`config.mk`:
```
export PLATFORM = sky130hd
export DESIGN_NAME = svpid_seq
export DESIGN_NICKNAME = d
export VERILOG_FILES = /design/src/sv/svpid_pkg.sv /design/src/sv/svpid_seq.sv
export SDC_FILE = /design/constraint.sdc
export NUM_CORES = 1
export LEC_CHECK = 0
export ABC_AREA = 1
export BUFFER_PORTS_ARGS = -buffer_cell sky130_fd_sc_hd__clkbuf_2
export CAP_MARGIN = 20
export CORE_UTILIZATION = 61
export DETAILED_ROUTE_END_ITERATION = 8
export PLACE_DENSITY = 0.94
export SKIP_LAST_GASP = 1
export SYNTH_ARGS = -nofsm -noshare
export SYNTH_HDL_FRONTEND = slang
export SYNTH_SLANG_ARGS = --single-unit
```
`constraint.sdc`:
```
create_clock -name clk -period 10.62 [get_ports clk]
set_clock_uncertainty 0.2 [all_clocks]
set_input_delay 1.062 -clock clk [delete_from_list [all_inputs] [get_ports clk]]
set_output_delay 1.062 -clock clk [all_outputs]
set_load 0.005 [all_outputs]
```
`src/sv/svpid_pkg.sv`:
```
// Shared widths, register codes, sequencer states and bundle types of the servo PID loop.
`default_nettype none
package svpid_pkg;

  localparam int POSITION_BITS = 16;
  localparam int POS_W  = POSITION_BITS;
  localparam int ERR_W  = POSITION_BITS + 1;
  localparam int DIFF_W = ERR_W + 1;
  localparam int SUM_W  = 32;
  localparam int SSUM_W = ((SUM_W > ERR_W) ? SUM_W : ERR_W) + 1;
  localparam int GAIN_W = 24;
  localparam int STEP_W = 8;
  localparam int OPD_W  = (SUM_W > DIFF_W) ? SUM_W : DIFF_W;
  localparam int PROD_W = GAIN_W + 1 + OPD_W;
  localparam int ACC_W  = PROD_W + 2;
  localparam int Q_BITS = 16;
  localparam int UC_W   = 24;
  localparam int P5_W   = UC_W + 3;
  localparam int EFF_W  = 8;
  localparam int PULSE_W = 11;
  localparam int CFG_IDX_W = 2;

  localparam int EFFORT_LIMIT_INT = 100 * (1 << Q_BITS);
  localparam int PULSE_CENTER = 1500;

  localparam logic [GAIN_W-1:0] KP_RESET   = GAIN_W'(655360);
  localparam logic [GAIN_W-1:0] KI_RESET   = GAIN_W'(26214);
  localparam logic [GAIN_W-1:0] KD_RESET   = GAIN_W'(0);
  localparam logic [STEP_W-1:0] STEP_RESET = STEP_W'(4);

  typedef enum logic [CFG_IDX_W-1:0] {
    REG_KP   = 2'd0,
    REG_KI   = 2'd1,
    REG_KD   = 2'd2,
    REG_STEP = 2'd3
  } cfg_reg_t;

  typedef enum logic [2:0] {
    S_IDLE,
    S_ERR,
    S_SUM,
    S_MP,
    S_MD,
    S_MI,
    S_MACC,
    S_FIN
  } seq_state_t;

  typedef struct packed {
    logic [GAIN_W-1:0] kp;
    logic [GAIN_W-1:0] ki;
    logic [GAIN_W-1:0] kd;
    logic [STEP_W-1:0] step;
  } cfg_t;

  typedef struct packed {
    logic                     mul_en;
    logic                     acc_load;
    logic                     acc_add;
    logic [GAIN_W-1:0]        gain;
    logic signed [OPD_W-1:0]  opd;
  } mac_req_t;

endpackage
`default_nettype wire

```
`src/sv/svpid_seq.sv`:
```
// Tick sequencer: error, integral, multiply schedule, clamp, pulse and setpoint update.
`default_nettype none
module svpid_seq (
  input  wire logic                                clk,
  input  wire logic                                rst_n,
  input  wire svpid_pkg::cfg_t                     cfg,
  input  wire logic                                in_valid,
  output logic                                     in_ready,
  input  wire logic signed [svpid_pkg::POS_W-1:0]  in_position,
  input  wire logic                                in_button_down,
  input  wire logic                                in_button_up,
  output logic                                     out_valid,
  input  wire logic                                out_ready,
  output logic [svpid_pkg::PULSE_W-1:0]            out_pulse_width_us,
  output logic signed [svpid_pkg::EFF_W-1:0]       out_effort,
  output logic signed [svpid_pkg::ERR_W-1:0]       out_error_value,
  output logic                                     out_clamped,
  output svpid_pkg::mac_req_t                      mac_req,
  input  wire logic signed [svpid_pkg::ACC_W-1:0]  acc
);
  import svpid_pkg::*;

  localparam logic signed [ACC_W-1:0] LIM_POS = ACC_W'(EFFORT_LIMIT_INT);
  localparam logic signed [ACC_W-1:0] LIM_NEG = -ACC_W'(EFFORT_LIMIT_INT);
  localparam logic signed [SSUM_W-1:0] SUM_MAX =
    {{(SSUM_W-SUM_W+1){1'b0}}, {(SUM_W-1){1'b1}}};
  localparam logic signed [SSUM_W-1:0] SUM_MIN =
    {{(SSUM_W-SUM_W+1){1'b1}}, {(SUM_W-1){1'b0}}};

  seq_state_t state_r, state_nxt;

  logic signed [POS_W-1:0]  pos_r;
  logic                     dn_r, up_r;
  logic signed [ERR_W-1:0]  err_r, last_r;
  logic signed [DIFF_W-1:0] diff_r;
  logic signed [SUM_W-1:0]  sum_r;
  logic [POS_W-1:0]         target_r;

  logic                     out_valid_r;
  logic [PULSE_W-1:0]       pulse_r;
  logic signed [EFF_W-1:0]  eff_r;
  logic signed [ERR_W-1:0]  oerr_r;
  logic                     clamp_r;

  logic                     fin_go;
  logic signed [ERR_W-1:0]  err_nxt;
  logic signed [SSUM_W-1:0] ssum;
  logic signed [SUM_W-1:0]  sum_nxt;
  logic signed [UC_W-1:0]   u_c;
  logic signed [P5_W-1:0]   p5;
  logic                     clamp_nxt;
  logic [POS_W-1:0]         step_ext;
  logic [POS_W-1:0]         target_nxt;

  // Next state.
  always_comb begin
    state_nxt = state_r;
    unique case (state_r)
      S_IDLE: begin
        if (in_valid) state_nxt = S_ERR;
      end
      S_ERR:  state_nxt = S_SUM;
      S_SUM:  state_nxt = S_MP;
      S_MP:   state_nxt = S_MD;
      S_MD:   state_nxt = S_MI;
      S_MI:   state_nxt = S_MACC;
      S_MACC: state_nxt = S_FIN;
      S_FIN: begin
        if (!out_valid_r || out_ready) state_nxt = S_IDLE;
      end
      default: state_nxt = S_IDLE;
    endcase
  end

  // Control outputs and multiplier schedule.
  always_comb begin
    in_ready         = 1'b0;
    fin_go           = 1'b0;
    mac_req.mul_en   = 1'b0;
    mac_req.acc_load = 1'b0;
    mac_req.acc_add  = 1'b0;
    mac_req.gain     = cfg.kp;
    mac_req.opd      = {{(OPD_W-ERR_W){err_r[ERR_W-1]}}, err_r};
    unique case (state_r)
      S_IDLE: in_ready = 1'b1;
      S_MP: begin
        mac_req.mul_en = 1'b1;
      end
      S_MD: begin
        mac_req.mul_en   = 1'b1;
        mac_req.acc_load = 1'b1;
        mac_req.gain     = cfg.kd;
        mac_req.opd      = {{(OPD_W-DIFF_W){diff_r[DIFF_W-1]}}, diff_r};
      end
      S_MI: begin
        mac_req.mul_en  = 1'b1;
        mac_req.acc_add = 1'b1;
        mac_req.gain    = cfg.ki;
        mac_req.opd     = {{(OPD_W-SUM_W){sum_r[SUM_W-1]}}, sum_r};
      end
      S_MACC: mac_req.acc_add = 1'b1;
      S_FIN:  fin_go = !out_valid_r || out_ready;
      default: ;
    endcase
  end

  // Error, saturating integral, clamp and pulse arithmetic.
  always_comb begin
    err_nxt = $signed({target_r[POS_W-1], target_r}) - $signed({pos_r[POS_W-1], pos_r});
    ssum = $signed({{(SSUM_W-SUM_W){sum_r[SUM_W-1]}}, sum_r})
         + $signed({{(SSUM_W-ERR_W){err_r[ERR_W-1]}}, err_r});
    if (ssum > SUM_MAX) begin
      sum_nxt = SUM_MAX[SUM_W-1:0];
    end else if (ssum < SUM_MIN) begin
      sum_nxt = SUM_MIN[SUM_W-1:0];
    end else begin
      sum_nxt = ssum[SUM_W-1:0];
    end

    clamp_nxt = (acc > LIM_POS) || (acc < LIM_NEG);
    if (acc >= LIM_POS) begin
      u_c = LIM_POS[UC_W-1:0];
    end else if (acc <= LIM_NEG) begin
      u_c = LIM_NEG[UC_W-1:0];
    end else begin
      u_c = acc[UC_W-1:0];
    end
    // Five times the effort as a shift and add; the top bits are its floor.
    p5 = $signed({u_c[UC_W-1], u_c, 2'b00}) + $signed({{3{u_c[UC_W-1]}}, u_c});

    step_ext   = {{(POS_W-STEP_W){1'b0}}, cfg.step};
    target_nxt = target_r;
    if (err_r == '0) begin
      target_nxt = target_r + (up_r ? step_ext : '0) - (dn_r ? step_ext : '0);
    end
  end

  always_ff @(posedge clk) begin
    if (!rst_n) begin
      state_r     <= S_IDLE;
      out_valid_r <= 1'b0;
      target_r    <= '0;
      last_r      <= '0;
      sum_r       <= '0;
    end else begin
      state_r <= state_nxt;
      if (fin_go) begin
        out_valid_r <= 1'b1;
      end else if (out_ready) begin
        out_valid_r <= 1'b0;
      end
      if (state_r == S_SUM) begin
        sum_r <= sum_nxt;
      end
      if (fin_go) begin
        last_r   <= err_r;
        target_r <= target_nxt;
      end
    end
  end

  always_ff @(posedge clk) begin
    if (in_ready && in_valid) begin
      pos_r <= in_position;
      dn_r  <= in_button_down;
      up_r  <= in_button_up;
    end
    if (state_r == S_ERR) begin
      err_r <= err_nxt;
    end
    if (state_r == S_SUM) begin
      diff_r <= $signed({err_r[ERR_W-1], err_r}) - $signed({last_r[ERR_W-1], last_r});
    end
    if (fin_go) begin
      pulse_r <= PULSE_W'(PULSE_CENTER) + p5[P5_W-1:Q_BITS];
      eff_r   <= u_c[UC_W-1:Q_BITS];
      oerr_r  <= err_r;
      clamp_r <= clamp_nxt;
    end
  end

  assign out_valid          = out_valid_r;
  assign out_pulse_width_us = pulse_r;
  assign out_effort         = eff_r;
  assign out_error_value    = oerr_r;
  assign out_clamped        = clamp_r;

`ifndef ASSERT_OFF
  a_valid_from_fin: assert property (@(posedge clk) disable iff (!rst_n)
    $rose(out_valid_r) |-> $past(state_r) == S_FIN)
    else $error("result appeared without a finishing step");

  a_effort_range: assert property (@(posedge clk) disable iff (!rst_n)
    out_valid_r |-> (eff_r <= EFF_W'(100)) && (eff_r >= -EFF_W'(100)))
    else $error("effort outside clamp range");

  a_pulse_range: assert property (@(posedge clk) disable iff (!rst_n)
    out_valid_r |-> (pulse_r >= PULSE_W'(1000)) && (pulse_r <= PULSE_W'(2000)))
    else $error("pulse width outside servo range");

  a_sum_hold: assert property (@(posedge clk) disable iff (!rst_n)
    (rst_n && state_r != S_SUM) |=> $stable(sum_r))
    else $error("integral changed outside its update step");

  a_no_overwrite: assert property (@(posedge clk) disable iff (!rst_n)
    (out_valid_r && !out_ready && state_r == S_FIN) |=> $stable(pulse_r) && $stable(oerr_r))
    else $error("pending result overwritten");
`endif

endmodule
`default_nettype wire

```
# Word-level counts from Yosys, hierarchy flattened

Index checks and enable logic that the tools add are counted.
W data, S select, Z words.

Word-level logic and storage cells: 64
Register bits: 159
Output and inout bits: 98
Bits of input ports: 161

Magnitude comparators: 6
Equal/unequal tests: 9
Add/sub/neg operators: 7
Multiplexer cells: 17
Reduce and logical (&&, ||, !) cells: 11

Operators with widths:

| cell                     | count |
|---|---|
| $pmux W56 S2             | 1 |
| $mux W32                 | 2 |
| $ge A59 B24 Y1 const B   | 1 |
| $gt A59 B24 Y1 const B   | 1 |
| $le A59 B24 Y1 const B   | 1 |
| $lt A59 B24 Y1 const B   | 1 |
| $mux W24                 | 2 |
| $add A32 B17 Y33         | 1 |
| $gt A33 B32 Y1 const B   | 1 |
| $lt A33 B32 Y1 const B   | 1 |
| $add A26 B24 Y27         | 1 |
| $pmux W3 S8              | 1 |
| $sub A17 B17 Y18         | 1 |
| $logic_not A17 Y1        | 1 |
| $sub A16 B16 Y17         | 1 |
| $add A16 B8 Y16          | 1 |
| $mux W8                  | 2 |
| $sub A16 B8 Y16          | 1 |
| $eq A3 B3 Y1 const B     | 4 |
| $add A11 B11 Y11 const A | 1 |
| $mux W1                  | 7 |
| $eq A3 B2 Y1 const B     | 2 |
| $mux W3                  | 2 |
| $ne A2 B2 Y1 const B     | 2 |
| other kinds (9)          | 11 |

# Longest topological paths before layout

Depth after elaboration: 5
Mapped depth: 33
Depth with buffers taken out: 30

# Least setup slack after synthesis

OpenSTA, ideal clock, no wires.

Kind: input to register
Start point: input acc[7] (netlist bit)
End point: register pulse_r[10] (netlist: out_pulse_width_us[10]), data pin
Library setup time: 0.252 ns
Data required time: 10.168 ns
Stages on the path: 24
Data arrival time: 3.971 ns
Buffers on the path: 3
Setup slack: 6.197 ns
Path through: buf_4 nor2_1 nand2_1 nor2_2 nand2_1 nor2_4 nand2_4 nand2_8 buf_8 clkbuf_1 nor3_1 ha_1 a21oi_1 inv_1 a21oi_1 inv_1 a221oi_1 nand3_1 nand2_1 nand2_1 nor2_4 nand2_2 nand3_1 nand2_1

Longest elaborated chain between the ends: 5
Elaborated cells on any way between the ends: 6
Classes of those cells: add/sub (2); order compare (2); mux (2)

Ends and longest elaborated chain:

| item                 | line             | text |
|---|---|---|
| from (decl)          | svpid_seq.sv:19  | `input wire logic signed [svpid_pkg::ACC_W-1:0] acc` |
| $le A59 B24 Y1       | svpid_seq.sv:123 | `end else if (acc <= LIM_NEG) begin` |
| $mux W24             | svpid_seq.sv:123 |  |
| $mux W24 (*)         | svpid_seq.sv:121 | `if (acc >= LIM_POS) begin` |
| via u_c[17]          | svpid_seq.sv:49  | `logic signed [UC_W-1:0] u_c;` |
| $add A26 B24 Y27 (*) | svpid_seq.sv:129 | `p5 = $signed({u_c[UC_W-1], u_c, 2'b00}) + $signed({{3{u_c[UC_W-1]}}, u_c});` |
| $add A11 B11 Y11 (*) | svpid_seq.sv:175 | `pulse_r <= PULSE_W'(PULSE_CENTER) + p5[P5_W-1:Q_BITS];` |
| to (signal assigned) | svpid_seq.sv:175 |  |
| to (decl)            | svpid_seq.sv:40  | `logic [PULSE_W-1:0] pulse_r;` |

Mark *: on every way through the listed nets, which the timed path passes. The rest lies on a longest branch.
A chain may end at the register's enable or synchronous reset.

==> key figures <==
Status
  • Status: complete, no violations

Detailed routing
  • Post-route ant nets: 0
  • Final WL: 36000 µm
  • Via Count: 13117
  • WL per Instance: approximately 16 µm
  • # DRC: 0
  • Vias per cell: approximately 5.7
  • Iter 0 DRT Violations: between 1000 and 1500
  • First-pass DRT Iterations: 6

Setup path
  • Worst path max stage delay: about 1.0 ns
  • CP Data Required Time: about 9.4 ns
  • Delay-heaviest family, CP: simple AND/OR/NAND/NOR gates
  • CP max FO: 33
  • Worst r2r src: state_r[0]
  • Reg-to-reg endpoint: target_r[15]
  • CP Launch Type: flip-flop
  • CP endpoint kind: output port
  • WS Path Type: reg2out
  • CP Buf/Inv Count: 3
  • Top cell by count, worst path: nand2_1
  • Worst R2R Path Depth: 11
  • Worst EP arrival: ~4.5 ns
  • Critical-path top delay cell: dfxtp_1
  • Reg2Reg Setup Slack: between 5 and 6 ns
  • CP Cell Sequence: nand3_1 -> nand2_1 -> clkinv_1 -> nand2_1 -> nand2_1 -> inv_1 -> o21ai_0 -> clkbuf_2

Layout
  • Inserted Diodes: 0
  • Filler cells: 1579
  • Share of layout cells above drive strength 1: between 15 and 20%
  • Synthesis-to-finish area growth: 16.2%
  • Nets: ~2300

Clock network
  • Resize count post-CTS: 0
  • Total clock sinks: between 150 and 200
  • Postcts setup bufs: 0
  • CTS Buf Count: 17
  • H-tree Lvls: 4
  • Clock Latency Late Sink: around 0.43 ns
  • Maximum clock path buffer count: 2
  • Clk root buf: clkbuf_16
  • CTS clock-pin slew for the worst setup and hold paths: around 0.060 ns
  • CTS tree: yes
  • # hold bufs at CTS: 0

STA
  • PnR worst setup slack: a little under 5 ns
  • Unrepaired setup endpoints after global routing: no
  • Slew Limit Fails: 0
  • Tcrit/Tclk final: 54.3%
  • Fin crit period: approximately 5.8 ns
  • Setup TNS: 0 ns
  • Slew HR: roughly 27%
  • Worst-Margin Slew: about 1.1 ns
  • Hold Violations, Final: 0
  • Maximum clock rate: ~170 MHz
  • Final setup violation count: 0

Logic synthesis
  • Synthesized instance count: between 1500 and 2000
  • Top FF cell, synth: edfxtp_1
  • Async SR Flop Fraction: 0%
  • Synth top area share: 21.2%
  • Synth Warn #: 0
  • Mapped Area: 12700 µm²
  • Sequential fraction of the synthesis area: around a third
  • Synth area leaders: edfxtp_1, nand2_1, dfxtp_1, ha_1, inv_1
  • Synth area leader: edfxtp_1
  • Library cells used by synthesis: 45
  • Dominant cell by count in the synthesized netlist: nand2_1
  • Yosys reg bits: between 150 and 200
  • Synth top cells by count: nand2_1, inv_1, a21oi_1
  • Post-synth EDFFs: 90
  • Synthesized area per cell: between 7 and 8 µm²
  • Post-Syn Nets: between 2000 and 2500

Hold path
  • Hold Crit Depth: 2
  • Min-delay src: last_r[3]
  • Min-Delay Endpoint: last_r[3]
  • Class of the worst hold path: reg2reg

Placed design
  • Final HPWL DP: between 20000 and 30000 µm
  • Final weighted congestion in routability-driven placement: around 0.94
  • Setup slack at placement: around 4.7 ns
  • I/O Buffers: about 260

Pwr
  • PD cells: around 120 nW/µm²
  • Static Leak: between 7 and 8 nW
  • Max IR drop VDD: between 0.0001 and 0.00015 V

Global route
  • First-pass GRT wire length: 58700 µm
  • Largest net degree at the start of global routing: between 60 and 70
  • Overall routing resource usage: roughly 34%
  • Vias in the first global route: ~13000
  • Grt total ovfl: 0
  • Initial antenna violation count: 0

Floorplanning
  • Initial Utilization: 62.5%
  • # rows: 52
  • Die extent in y: approximately 150 µm
  • Die Area: between 20000 and 25000 µm²
  • Io pins: about 260
  • Core area: between 20000 and 25000 µm²
  • Die width: around 150 µm

Job
  • Number of max-cap violations: 0
==> cell usage in the layout (no fill, tap or decap), types with 5 or more instances in the layout <==
master,count
a21o_1,5
a21oi_1,173
a31oi_1,10
buf_4,9
clkbuf_16,17
clkbuf_2,258
dfxtp_1,69
edfxtp_1,90
fa_1,11
ha_1,100
inv_1,270
nand2_1,392
nand2_2,12
nand3_1,68
nand4_1,58
nor2_1,131
nor2_2,11
nor2_4,5
nor3_1,19
nor3_2,7
nor4_1,7
o211ai_1,7
o21ai_0,129
o21bai_1,13
o221ai_1,15
xnor2_1,23
xor2_1,48
==> final cells by class <==
| class | count | area [µm²] | share of cell area (%) |
|---|---|---|---|
| multi-input cells | 1279 | 7370 | 49.8 |
| repair buffers | 268 | 1370 | 9.27 |
| well taps | 270 | 338 | 2.29 |
| flip-flops and latches | 159 | 4080 | 27.6 |
| clock inverters | 12 | 135 | 0.914 |
| inverters | 276 | 1040 | 7.04 |
| clock buffers | 20 | 447 | 3.02 |
==> metal layers <==
layer  vias to the layer above  GRT usage, %  share of wire, %
li1                       6375             -                 -
met1                      6045          41.4                41
met2                       577          57.8                49
met3                       120          6.16               7.0
met4                         0          14.2               3.4
met5                         -             0                 0
==> cells by family (layout without fill, tap and decap cells) <==
family,Yosys count,count (layout),share of synthesized area [%]
compound gates,375,375,16.2
xor+xnor,71,71,4.89
fa+ha+maj,111,111,11.6
buf+inv,329,576,10.1
flops,159,159,32.1
simple gates,722,722,25.1
==> worst min-delay path, stage by stage (launching register included) <==
cell and delay [ns]:
dfxtp_1 0.30, inv_1 0.06, a21oi_1 0.05
==> power by group <==
group	leakage, nW	internal, mW	switching (mW)
sequential	1.39	0.689	0.0303
clock	0.280	0.354	0.258
combinational	5.64	0.182	0.301
==> flip-flops by register name, summed over array words and instances (netlist names), 3 cells and up <==
register and cells:
sum_r 32, last_r 17, diff_r 18, state_r 3, out_effort 8, out_error_value 17
out_pulse_width_us 11, err_r 17, pos_r 16, target_r 16
==> worst max path at each step <==
stage,start,to,slack (ns),depth (start not counted)
floorplan,acc[7],out_pulse_width_us[10],6.20,24
finish,state_r[0],mac_req[31],4.85,8
detailed placement,state_r[0],mac_req[20],4.68,8
global placement,state_r[0],mac_req[29],4.90,8
global route,state_r[0],mac_req[20],4.55,8
CTS,state_r[0],mac_req[20],4.19,8
==> through the flow <==
| step | hold WS, ns | total power [mW] | util [%] | std cells | area (µm²) |
|---|---|---|---|---|---|
| 2_1_floorplan | 0.233 | 1.06 | - | 1767 | 12700 |
| 3_3_place_gp | 0.245 | 1.18 | 69.6 | 2250 | 14200 |
| 3_5_place_dp | 0.253 | 1.20 | 69.6 | 2250 | 14200 |
| 4_1_cts | 0.263 | 1.81 | 72.5 | 2282 | 14800 |
| 5_1_grt | 0.290 | 1.90 | 72.6 | 2284 | 14800 |
| 6_report | 0.260 | 1.82 | 72.6 | 2284 | 14800 |
No activity file was read; power rests on OpenSTA's default activity.
